==> src/hdl/buvs_pkg.sv <==
// shared types, constants and step table for the battery undervoltage step-down
package buvs_pkg;

  // register indexes on the configuration port
  localparam logic [7:0] REG_LOW_THRESHOLD   = 8'd0;
  localparam logic [7:0] REG_LOW_COUNT_LIMIT = 8'd1;

  // reset values of the configuration registers
  localparam logic [7:0] LOW_THRESHOLD_RST   = 8'd175;
  localparam logic [3:0] LOW_COUNT_LIMIT_RST = 4'd2;

  // drive levels below this select phase-correct pwm
  localparam logic [7:0] SLOW_PWM_BELOW = 8'd15;
  localparam logic [3:0] LOW_COUNT_MAX  = 4'd15;
  localparam logic [7:0] REDUCTION_MAX  = 8'd255;

  // one result item
  typedef struct packed {
    logic [7:0] drive_level;
    logic       slow_pwm_mode;
    logic       stepdown_blink;
    logic       shut_down;
  } result_t;

  // step-down size as a function of the present real output
  function automatic logic [3:0] step_for(input logic [7:0] real_level);
    logic [3:0] step;
    if (real_level > 8'd200) begin
      step = 4'd10;
    end else if (real_level > 8'd150) begin
      step = 4'd7;
    end else if (real_level > 8'd100) begin
      step = 4'd5;
    end else if (real_level > 8'd50) begin
      step = 4'd3;
    end else begin
      step = 4'd1;
    end
    return step;
  endfunction

endpackage

==> src/hdl/battery_undervoltage_stepdown.sv <==
// top level: low-battery step-down of a pwm light, one control pass per transfer
//
// Each input transfer is one pass of the control loop; it yields exactly one result
// transfer. The block takes one pass every cycle: the result is computed in one
// combinational step from the pass and the held state (low count, reduction, shutdown
// latch) and lands in an output register, backed by a one-entry skid register, so
// in_stall rises only when both are full. Configuration (low_threshold at index 0,
// low_count_limit at index 1) is always ready; unknown indexes are ignored. Write it
// only while the block is idle.
module battery_undervoltage_stepdown (
  input  logic       clk,
  input  logic       rst,
  // configuration write channel
  input  logic       cfg_valid,
  output logic       cfg_ready,
  input  logic [7:0] cfg_index,
  input  logic [7:0] cfg_data,
  // input channel
  input  logic       in_valid,
  output logic       in_stall,
  input  logic [7:0] requested_level,
  input  logic       sample_ready,
  input  logic [7:0] battery_sample,
  input  logic       ramping_active,
  // output channel
  output logic       out_valid,
  input  logic       out_stall,
  output logic [7:0] drive_level,
  output logic       slow_pwm_mode,
  output logic       stepdown_blink,
  output logic       shut_down
);

  // configuration registers
  logic [7:0] low_threshold;
  logic [3:0] low_count_limit;

  // loop state
  logic [3:0] low_count;
  logic [3:0] low_count_next;
  logic [7:0] reduction;
  logic [7:0] reduction_next;
  logic       off_latched;
  logic       off_latched_next;

  // output and skid registers
  buvs_pkg::result_t out_data;
  buvs_pkg::result_t skid_data;
  logic              skid_valid;
  buvs_pkg::result_t result;

  // intermediate values of one pass
  logic       in_xfer;
  logic       out_xfer;
  logic [7:0] drive_raw;
  logic       low_sample;
  logic [3:0] count_bumped;
  logic       do_step;
  logic [8:0] step_sum;
  logic [7:0] reduction_stepped;
  logic       latch_now;
  logic [7:0] drive_final;

  assign cfg_ready = 1'b1;
  assign in_stall  = skid_valid;
  assign in_xfer   = in_valid && !in_stall;
  assign out_xfer  = out_valid && !out_stall;

  // configuration writes
  always_ff @(posedge clk) begin
    if (rst) begin
      low_threshold   <= buvs_pkg::LOW_THRESHOLD_RST;
      low_count_limit <= buvs_pkg::LOW_COUNT_LIMIT_RST;
    end else if (cfg_valid && cfg_ready) begin
      unique case (cfg_index)
        buvs_pkg::REG_LOW_THRESHOLD:   low_threshold   <= cfg_data;
        buvs_pkg::REG_LOW_COUNT_LIMIT: low_count_limit <= cfg_data[3:0];
        default: ;
      endcase
    end
  end

  // one control pass
  always_comb begin
    drive_raw  = (requested_level > reduction) ? (requested_level - reduction) : 8'd0;
    low_sample = (battery_sample < low_threshold) && !ramping_active;
    if (!low_sample) begin
      count_bumped = 4'd0;
    end else if (low_count == buvs_pkg::LOW_COUNT_MAX) begin
      count_bumped = buvs_pkg::LOW_COUNT_MAX;
    end else begin
      count_bumped = low_count + 4'd1;
    end
    do_step  = sample_ready && (count_bumped >= low_count_limit);
    step_sum = {1'b0, reduction} + {5'd0, buvs_pkg::step_for(drive_raw)};
    reduction_stepped = step_sum[8] ? buvs_pkg::REDUCTION_MAX : step_sum[7:0];
    latch_now   = do_step && (reduction_stepped > requested_level);
    drive_final = latch_now ? 8'd0 : drive_raw;

    // state updates, frozen once shut down
    low_count_next   = low_count;
    reduction_next   = reduction;
    off_latched_next = off_latched;
    if (!off_latched && sample_ready) begin
      low_count_next = do_step ? 4'd0 : count_bumped;
      if (do_step) begin
        reduction_next   = reduction_stepped;
        off_latched_next = latch_now;
      end
    end

    if (off_latched) begin
      result.drive_level    = 8'd0;
      result.slow_pwm_mode  = 1'b1;
      result.stepdown_blink = 1'b0;
      result.shut_down      = 1'b1;
    end else begin
      result.drive_level    = drive_final;
      result.slow_pwm_mode  = drive_final < buvs_pkg::SLOW_PWM_BELOW;
      result.stepdown_blink = do_step;
      result.shut_down      = latch_now;
    end
  end

  // loop state registers
  always_ff @(posedge clk) begin
    if (rst) begin
      low_count   <= 4'd0;
      reduction   <= 8'd0;
      off_latched <= 1'b0;
    end else if (in_xfer) begin
      low_count   <= low_count_next;
      reduction   <= reduction_next;
      off_latched <= off_latched_next;
    end
  end

  // output register with skid stage
  always_ff @(posedge clk) begin
    if (rst) begin
      out_valid  <= 1'b0;
      skid_valid <= 1'b0;
    end else begin
      if (!out_valid || out_xfer) begin
        out_valid  <= skid_valid || in_xfer;
        skid_valid <= 1'b0;
      end else if (in_xfer) begin
        skid_valid <= 1'b1;
      end
    end
  end

  always_ff @(posedge clk) begin
    if (!out_valid || out_xfer) begin
      out_data <= skid_valid ? skid_data : result;
    end
    if (in_xfer && out_valid && !out_xfer) begin
      skid_data <= result;
    end
  end

  assign drive_level    = out_data.drive_level;
  assign slow_pwm_mode  = out_data.slow_pwm_mode;
  assign stepdown_blink = out_data.stepdown_blink;
  assign shut_down      = out_data.shut_down;

`ifndef SYNTHESIS
  // a filled skid stage always has a result waiting ahead of it
  assert property (@(posedge clk) disable iff (rst) skid_valid |-> out_valid)
    else $error("skid stage holds data while output register is empty");

  // shutdown latch never releases
  assert property (@(posedge clk) disable iff (rst) off_latched |=> off_latched)
    else $error("shutdown latch released");

  // state is frozen after shutdown
  assert property (@(posedge clk) disable iff (rst)
    off_latched |=> ($stable(reduction) && $stable(low_count)))
    else $error("loop state changed after shutdown");

  // a step-down pass always raises the reduction unless it is saturated
  assert property (@(posedge clk) disable iff (rst)
    (in_xfer && !off_latched && sample_ready && do_step && reduction != 8'd255)
      |=> (reduction > $past(reduction)))
    else $error("step-down pass did not raise the reduction");
`endif

endmodule
==> config.mk <==
export PLATFORM = sky130hd
export DESIGN_NAME = battery_undervoltage_stepdown
export DESIGN_NICKNAME = d
export VERILOG_FILES = /design/src/hdl/buvs_pkg.sv /design/src/hdl/battery_undervoltage_stepdown.sv
export SDC_FILE = /design/constraint.sdc
export NUM_CORES = 1
export LEC_CHECK = 0
export BUFFER_PORTS_ARGS = -buffer_cell sky130_fd_sc_hd__buf_2
export CAP_MARGIN = 20
export CORE_MARGIN = 4
export CORE_UTILIZATION = 30
export CTS_BUF_LIST = sky130_fd_sc_hd__clkbuf_16
export CTS_CLUSTER_DIAMETER = 100
export DETAILED_ROUTE_END_ITERATION = 12
export SYNTH_ARGS = -nofsm -noshare
export SYNTH_HDL_FRONTEND = slang
export SYNTH_SLANG_ARGS = --single-unit
==> constraint.sdc <==
create_clock -name clk -period 7 [get_ports clk]
set_input_delay 1.05 -clock clk [delete_from_list [all_inputs] [get_ports clk]]
set_output_delay 1.05 -clock clk [all_outputs]
set_load 0.01 [all_outputs]
==> flow_metrics.env, run 1 <==
export IMPL_ctsResizeCount=0
export IMPL_maximum_number_of_pins_on_one_net_before_global_route_repair=23
export IMPL_synthFlopType="sky130_fd_sc_hd__dfxtp_1"
export IMPL_die_area_um2=12760
export IMPL_power_ir_vdd_worst_uv=91.36
export IMPL_outcome="complete, no violations"
export IMPL_finalNetCount=487
export IMPL_cts_buffers_inserted=5
export IMPL_max_slew_worst_pin_slew_ps=904.5
export IMPL_synth_seq_area_share_pct=36.34
export IMPL_post_layout_total_power_uw=766.8
export IMPL_vias_per_cell=5.148
export IMPL_p_leak_uw=0.001703
export IMPL_clock_sinks=49
export IMPL_max_freq_ghz=0.1557
export IMPL_grt_first_pass_wirelength_mm=13.33
export IMPL_share_of_layout_cells_above_drive_strength_1_pct=19.28
export IMPL_synth_ff_latch_count=49
export IMPL_slew_hr_pct=39.48
export IMPL_pwr_density_cell_nw_per_um2=197.8
export IMPL_floorplan_initialDensity_pct=30.63
export IMPL_antenna_cells_inserted=0
export IMPL_synth_fa_ha_area_share_pct=13.32
export IMPL_compound_gate_fraction_of_synth_area_pct=19.27
export IMPL_finish_cell_count_without_fillers=555
export IMPL_initial_antenna_violation_count=0
export IMPL_groute_usage_overall_pct=12.68
export IMPL_r2r_slack_ps=1030
export IMPL_ios=53
export IMPL_postSynthCellCount=370
export IMPL_cts_tree="yes"
export IMPL_hpwlAfterDp_mm=6.080
export IMPL_wire_per_inst_um=14.05
export IMPL_horizontal_extent_of_the_die_um=113.0
export IMPL_synth_edff_count=22
export IMPL_global_route_overflow_total=0
export IMPL_core_area_um2=10790
export IMPL_postSynth_asyncResetShare_pct=0
export IMPL_clock_skew_ps=10.76
export IMPL_area_growth_pct=17.30
export IMPL_post_synth_xor_area_fraction_pct=1.855
export IMPL_setup_viol=0
export IMPL_drt_pass1_iter_count=6
export IMPL_num_vias=2857
export IMPL_worstSetupPathType="in -> reg"
export IMPL_report_final_slew_viol_count=0
export IMPL_die_height_um=113.0
export IMPL_detail_route_iter0_violations=191
export IMPL_clk_pin_slew_worst_paths_ps=80
export IMPL_worst_skew_pair_late_latency_ps=300
export IMPL_totalWireLength_mm=7.800
export IMPL_dp_cells=547
export IMPL_post_route_drc_count=0
export IMPL_synth_simple_gate_area_share_pct=19.64
export IMPL_critPathRequiredTime_ps=7050
export IMPL_min_path_type="reg -> reg"
export IMPL_synthMuxAreaShare_pct=4.126
export IMPL_grt_setup_unrepaired="false"
export IMPL_routabilityCongestion=0.9417
export IMPL_setup_tns_final_ps=0
export IMPL_synth_warning_count=0
export IMPL_cp_arrival_ps=6470
export IMPL_drt_antenna_violating_nets=0
export IMPL_first_global_vias=2761
export IMPL_final_period_utilization_pct=91.75
export IMPL_max_fanout_on_critical_path=3
export IMPL_finalHoldViolations=0
export IMPL_root_buffer="sky130_fd_sc_hd__clkbuf_16"
export IMPL_drv_cap=0
export IMPL_final_critical_path_required_period_ps=6422
export IMPL_synth_area_um2=3306
export IMPL_synth_top_family_by_area="simple AND/OR/NAND/NOR gates"
export IMPL_hold_buffers=0
export IMPL_cts_max_path_buffers=2
export IMPL_syn_mean_instance_area_um2=8.934
export IMPL_timing_critical_path_to_type="register"
export IMPL_number_of_nets_in_the_synthesized_netlist=443
export IMPL_std_cell_rows=38
export IMPL_yosys_cell_types_count=59
export IMPL_htree_levels=2
export IMPL_startpoint_type="input port"
export IMPL_number_of_input_and_output_port_buffers_inserted=51
export IMPL_cts_repair_timing_setup_buffer_count=0
kinds of logic after synthesis:
group	Yosys count
and+or+nand+nor	131
AOI/OAI and AO/OA	90
DFF	49
buffers and inverters	45
adders and majority gates	34
muxes	13
xor gates and xnor gates	7
other	1
layout by cell type, fill, tap and decap left out, types with 10 or more instances in the layout:
| cell type | Yosys | routed |
|---|---|---|
| sky130_fd_sc_hd__o21ai_0 | 11 | 11 |
| sky130_fd_sc_hd__a21oi_1 | 20 | 20 |
| sky130_fd_sc_hd__ha_1 | 32 | 32 |
| sky130_fd_sc_hd__inv_1 | 29 | 29 |
| sky130_fd_sc_hd__buf_2 | 2 | 51 |
| sky130_fd_sc_hd__nor2_1 | 35 | 35 |
| sky130_fd_sc_hd__nand2_1 | 33 | 33 |
| sky130_fd_sc_hd__nand3_1 | 10 | 10 |
| sky130_fd_sc_hd__dfxtp_1 | 27 | 27 |
| sky130_fd_sc_hd__edfxtp_1 | 22 | 22 |
layout make-up:
class	instances	area [um2]
fillers	1109	6915
multi-input cells	276	1928
flip-flops and latches	49	1201
repair buffers	53	270.3
well taps	140	175.2
clock buffers	5	125.1
inverters	29	108.9
clock inverters	3	68.82
cells in the mapped netlist, drive strengths merged (4+ instances only):
library cell / instances / area share, %
nor2: 35 / 4.0
xnor2: 5 / 1.3
o21ai: 12 / 1.8
nand2: 33 / 3.7
or2: 7 / 1.3
nand4: 6 / 1.1
o31ai: 7 / 1.6
a21oi: 20 / 3.0
buf: 4 / 0.64
edfxtp: 22 / 20
a31oi: 6 / 1.1
a311oi: 5 / 1.5
a21o: 6 / 1.4
nand2b: 7 / 1.3
clkbuf: 12 / 1.4
nand3: 10 / 1.5
inv: 29 / 3.3
ha: 32 / 12
o211ai: 7 / 1.6
nor2b: 8 / 1.5
nor3: 6 / 0.91
mux2i: 8 / 2.4
dfxtp: 27 / 16
mux2: 5 / 1.7
report_power, final:
group          switching [uW]  internal (uW)  total [uW]  leakage [uW]
logic                    76.0           55.2         131       0.00117
registers                3.51            312         315      0.000441
clock network             114            206         320     0.0000944
total                     194            573         767       0.00170
final timing paths:
check	startpoint	end	cells past startpoint
worst min register to register	low_count_limit[1]	low_count_limit[1]	2
worst max register to register	reduction[1]	slow_pwm_mode	22
worst max-delay path	requested_level[0]	slow_pwm_mode	24
worst min-delay path	low_count_limit[1]	low_count_limit[1]	2
worst max-delay path, stage by stage:
cell                       delay, ps
sky130_fd_sc_hd__buf_2            90
sky130_fd_sc_hd__inv_1            50
sky130_fd_sc_hd__ha_1            220
sky130_fd_sc_hd__fa_1            430
sky130_fd_sc_hd__nand2b_1        190
sky130_fd_sc_hd__a21oi_1         210
sky130_fd_sc_hd__o21ai_0         130
sky130_fd_sc_hd__or2_2           340
sky130_fd_sc_hd__or3_1           320
sky130_fd_sc_hd__a31oi_1         320
sky130_fd_sc_hd__ha_1            300
sky130_fd_sc_hd__a21o_1          160
sky130_fd_sc_hd__a21oi_1         230
sky130_fd_sc_hd__nor2b_1         100
sky130_fd_sc_hd__o21ai_0         240
sky130_fd_sc_hd__xnor2_1         180
sky130_fd_sc_hd__nand2_1          80
sky130_fd_sc_hd__ha_1            200
sky130_fd_sc_hd__or4_4           550
sky130_fd_sc_hd__o221ai_2        180
sky130_fd_sc_hd__a21oi_1         100
sky130_fd_sc_hd__a311o_1         380
sky130_fd_sc_hd__o21bai_1        170
sky130_fd_sc_hd__mux2_2          270
registers in the layout, summed over array words and instances (netlist names):
signal,flops
off_latched,1
low_count,4
low_threshold,8
skid_data,11
low_count_limit,4
slow_pwm_mode,1
drive_level,8
stepdown_blink,1
out_valid,1
in_stall,1
reduction,8
shut_down,1
metrics by stage:
step,hold slack [ps],util (%),area (um2),worst slack [ps]
finish,477.4,35.93,3877,577.8
global route,526.0,35.93,3877,129.6
CTS,478.8,35.93,3877,619.9
detailed placement,461.9,34.13,3684,332.9
global placement,459.4,34.13,3684,539.6
floorplan,442.8,-,3306,867.7
metal layers:
layer / vias up / track usage (%) / wire length (um)
li1: 1428 / - / -
met5: - / 0 / 0
met2: 71 / 20.34 / 3642
met4: 0 / 4.487 / 174
met1: 1346 / 17.15 / 3641
met3: 12 / 2.299 / 342
(Power assumes the default switching activity.)
==> run 2: changes to the inputs <==
--- a/config.mk
+++ b/config.mk
@@ -6,12 +6,14 @@
 export NUM_CORES = 1
 export LEC_CHECK = 0
 export BUFFER_PORTS_ARGS = -buffer_cell sky130_fd_sc_hd__buf_2
-export CAP_MARGIN = 20
+export CELL_PAD_IN_SITES_DETAIL_PLACEMENT = 1
+export CELL_PAD_IN_SITES_GLOBAL_PLACEMENT = 2
 export CORE_MARGIN = 4
 export CORE_UTILIZATION = 30
 export CTS_BUF_LIST = sky130_fd_sc_hd__clkbuf_16
 export CTS_CLUSTER_DIAMETER = 100
 export DETAILED_ROUTE_END_ITERATION = 12
+export PLACE_DENSITY_LB_ADDON = 0.1
 export SYNTH_ARGS = -nofsm -noshare
 export SYNTH_HDL_FRONTEND = slang
 export SYNTH_SLANG_ARGS = --single-unit
==> run 2 against run 1 <==
Die area unchanged; final cell count did not move; core utilization decreased by 0.21 points; via count shrank 1.1%; count of clock-buffer cells in the layout stayed put; critical path type unchanged; critical endpoint unchanged.
==> flow_metrics.env, run 2 (same netlist as run 1, synthesis figures left out) <==
export IMPL_outcome="complete, no violations"
export IMPL_most_common_layout_cells="sky130_fd_sc_hd__buf_2, sky130_fd_sc_hd__nor2_1, sky130_fd_sc_hd__nand2_1, sky130_fd_sc_hd__ha_1, sky130_fd_sc_hd__inv_1"
export IMPL_report_final_slew_viol_count=0
export IMPL_final_critical_path_required_period_ps=6401
export IMPL_grt_first_pass_wirelength_mm=14.95
export IMPL_layout_cells_most_common="sky130_fd_sc_hd__buf_2"
export IMPL_max_freq_ghz=0.1562
export IMPL_p_sw_share_pct=25.98
export IMPL_setup_tns_final_ps=0
export IMPL_worst_skew_pair_late_latency_ps=290
export IMPL_drt_pass1_iter_count=4
export IMPL_worst_path_buf_inv=2
export IMPL_clockPowerShare_pct=38.1
export IMPL_root_buffer="sky130_fd_sc_hd__clkbuf_16"
export IMPL_finalHoldViolations=0
export IMPL_clock_skew_ps=5.817
export IMPL_finalNetCount=487
export IMPL_cts_repair_timing_setup_buffer_count=0
export IMPL_r2r_slack_ps=910
export IMPL_slew_hr_pct=32.37
export IMPL_min_path_type="reg -> reg"
export IMPL_groute_usage_overall_pct=14.29
export IMPL_r2r_end="slow_pwm_mode"
export IMPL_postLayoutCellArea_um2=3855
export IMPL_drv_cap=0
export IMPL_detail_route_iter0_violations=106
export IMPL_ctsResizeCount=0
export IMPL_startpoint_type="input port"
export IMPL_largest_register="skid_data"
export IMPL_antenna_cells_inserted=0
export IMPL_reg2reg_from="reduction[1]"
export IMPL_power_ir_vdd_worst_uv=86.48
export IMPL_global_route_overflow_total=0
export IMPL_std_cell_rows=38
export IMPL_cts_max_path_buffers=2
export IMPL_combinationalPowerShare_pct=18.3
export IMPL_max_slew_worst_pin_slew_ps=1011
export IMPL_pwr_density_cell_nw_per_um2=187.9
export IMPL_setup_viol=0
export IMPL_first_global_vias=2997
export IMPL_min_to="low_count_limit[1]"
export IMPL_ff2ff_path_depth=21
export IMPL_post_route_drc_count=0
export IMPL_num_vias=2825
export IMPL_cp_arrival_ps=6440
export IMPL_p_leak_uw=0.001689
export IMPL_routabilityCongestion=0.8300
export IMPL_core_area_um2=10790
export IMPL_wire_per_inst_um=15.66
export IMPL_hpwlAfterDp_mm=6.966
export IMPL_clk_pin_slew_worst_paths_ps=70
export IMPL_die_height_um=113.0
export IMPL_ios=53
export IMPL_critPathTopFamily="compound AO/OA/AOI/OAI gates"
export IMPL_timing_critical_path_to_type="register"
export IMPL_crit_slowest_cell="sky130_fd_sc_hd__or4_4"
export IMPL_number_of_input_and_output_port_buffers_inserted=51
export IMPL_max_fanout_on_critical_path=3
export IMPL_floorplan_initialDensity_pct=30.63
export IMPL_seqPwrFrac_pct=43.6
export IMPL_die_area_um2=12760
export IMPL_placed_area_um2=3684
export IMPL_htree_levels=2
export IMPL_totalWireLength_mm=8.690
export IMPL_share_of_layout_cells_above_drive_strength_1_pct=19.28
export IMPL_cts_buffers_inserted=5
export IMPL_hold_buffers=0
export IMPL_net_switching_power_figure_uw=188.2
export IMPL_final_fill_count=1281
export IMPL_cts_tree="yes"
export IMPL_largest_register_ff_count=11
export IMPL_internal_power_uw=536.3
export IMPL_initial_antenna_violation_count=0
export IMPL_horizontal_extent_of_the_die_um=113.0
export IMPL_cp_startpoint="requested_level[0]"
export IMPL_crit_path_cell_trace="buf_2 > inv_1 > ha_1 > fa_1 > nand2b_1 > a21oi_1 > o21ai_0 > or2_2 > or3_1 > a31oi_1 > ha_1 > a21o_1 > a21oi_1 > nor2b_1 > o21ai_0 > mux2_2 > ha_1 > or4_4 > o221ai_2 > a21oi_1 > a311o_1 > o21bai_1 > mux2_2"
export IMPL_maximum_number_of_pins_on_one_net_before_global_route_repair=23
export IMPL_grt_setup_unrepaired="false"
export IMPL_vias_per_cell=5.090
export IMPL_drt_antenna_violating_nets=0
export IMPL_worst_hold_startpoint="low_count_limit[1]"
export IMPL_hold_path_depth=2
export IMPL_final_period_utilization_pct=91.45
export IMPL_critical_path_max_stage_delay_ps=490
export IMPL_clock_sinks=49
export IMPL_worstSetupPathType="in -> reg"
export IMPL_area_growth_pct=16.62
export IMPL_critPathRequiredTime_ps=7040
-- run 2: changes by cell type in the layout (fill, tap and decap cells not counted), sizes merged --
cell	delta
bufinv	-1
clkinv	+1
clkinvlp	+1
inv	-1
-- run 2: how the worst max path moves through the flow --
| stage | to | slack, ps | cells after the start |
|---|---|---|---|
| global route | slow_pwm_mode | 160 | 21 |
| CTS | slow_pwm_mode | 590 | 22 |
| global placement | slow_pwm_mode | 410 | 23 |
| floorplan | slow_pwm_mode | 870 | 22 |
| detailed placement | slow_pwm_mode | 300 | 23 |
| finish | slow_pwm_mode | 600 | 23 |
-- run 2: area by class of cell --
cell class / count / area (um2) / share of cell area (%)
inverters: 29 / 108.9 / 2.824
well taps: 140 / 175.2 / 4.544
clock inverters: 3 / 46.29 / 1.201
repair buffers: 53 / 270.3 / 7.011
clock buffers: 5 / 125.1 / 3.246
multi-input cells: 276 / 1928 / 50.02
flip-flops and latches: 49 / 1201 / 31.16
-- run 2: worst register-to-register path: stages (launching register included) --
cell,delay [ps]
sky130_fd_sc_hd__dfxtp_1,480
sky130_fd_sc_hd__inv_1,140
sky130_fd_sc_hd__ha_1,300
sky130_fd_sc_hd__nor2b_1,170
sky130_fd_sc_hd__o2111ai_1,250
sky130_fd_sc_hd__a21boi_0,230
sky130_fd_sc_hd__or2_2,390
sky130_fd_sc_hd__a311oi_1,360
sky130_fd_sc_hd__nand3_1,130
sky130_fd_sc_hd__ha_1,230
sky130_fd_sc_hd__fa_1,420
sky130_fd_sc_hd__a21o_1,180
sky130_fd_sc_hd__a21oi_1,350
sky130_fd_sc_hd__or2_2,280
sky130_fd_sc_hd__nand2_1,70
sky130_fd_sc_hd__ha_1,190
sky130_fd_sc_hd__or4_4,540
sky130_fd_sc_hd__o221ai_2,170
sky130_fd_sc_hd__a21oi_1,110
sky130_fd_sc_hd__a311o_1,390
sky130_fd_sc_hd__o21bai_1,180
sky130_fd_sc_hd__mux2_2,280
-- run 2: power by group through the flow --
stage / clock network (uW) / registers (uW) / logic, uW
final: 276 / 316 / 133
after floorplan: 0 / 326 / 82.3
after global placement: 0 / 322 / 133
after detailed placement: 0 / 322 / 134
after global routing: 297 / 317 / 151
after CTS: 286 / 316 / 135
-- run 2: metrics by stage --
stage               hold WS, ps  std cells  total power, uW  util, %  setup slack, ps
detailed placement        470.4        547            456.7    34.13            299.5
finish                    480.8        555            724.5    35.72            598.5
floorplan                 442.8        370            408.4        -            867.7
CTS                       488.8        555            737.0    35.72            590.1
global route              538.0        555            764.0    35.72            159.4
global placement          462.6        547            455.3    34.13            413.9
-- run 2: per-layer routing --
layer / share of wire, % / vias to the layer above / wire length, um / global-route usage (%)
met5: 0 / - / 0 / 0
met3: 2.5 / 9 / 221 / 2.299
li1: - / 1421 / - / -
met2: 46 / 39 / 4003 / 23.54
met4: 1.1 / 0 / 95 / 3.606
met1: 50 / 1356 / 4368 / 19.59
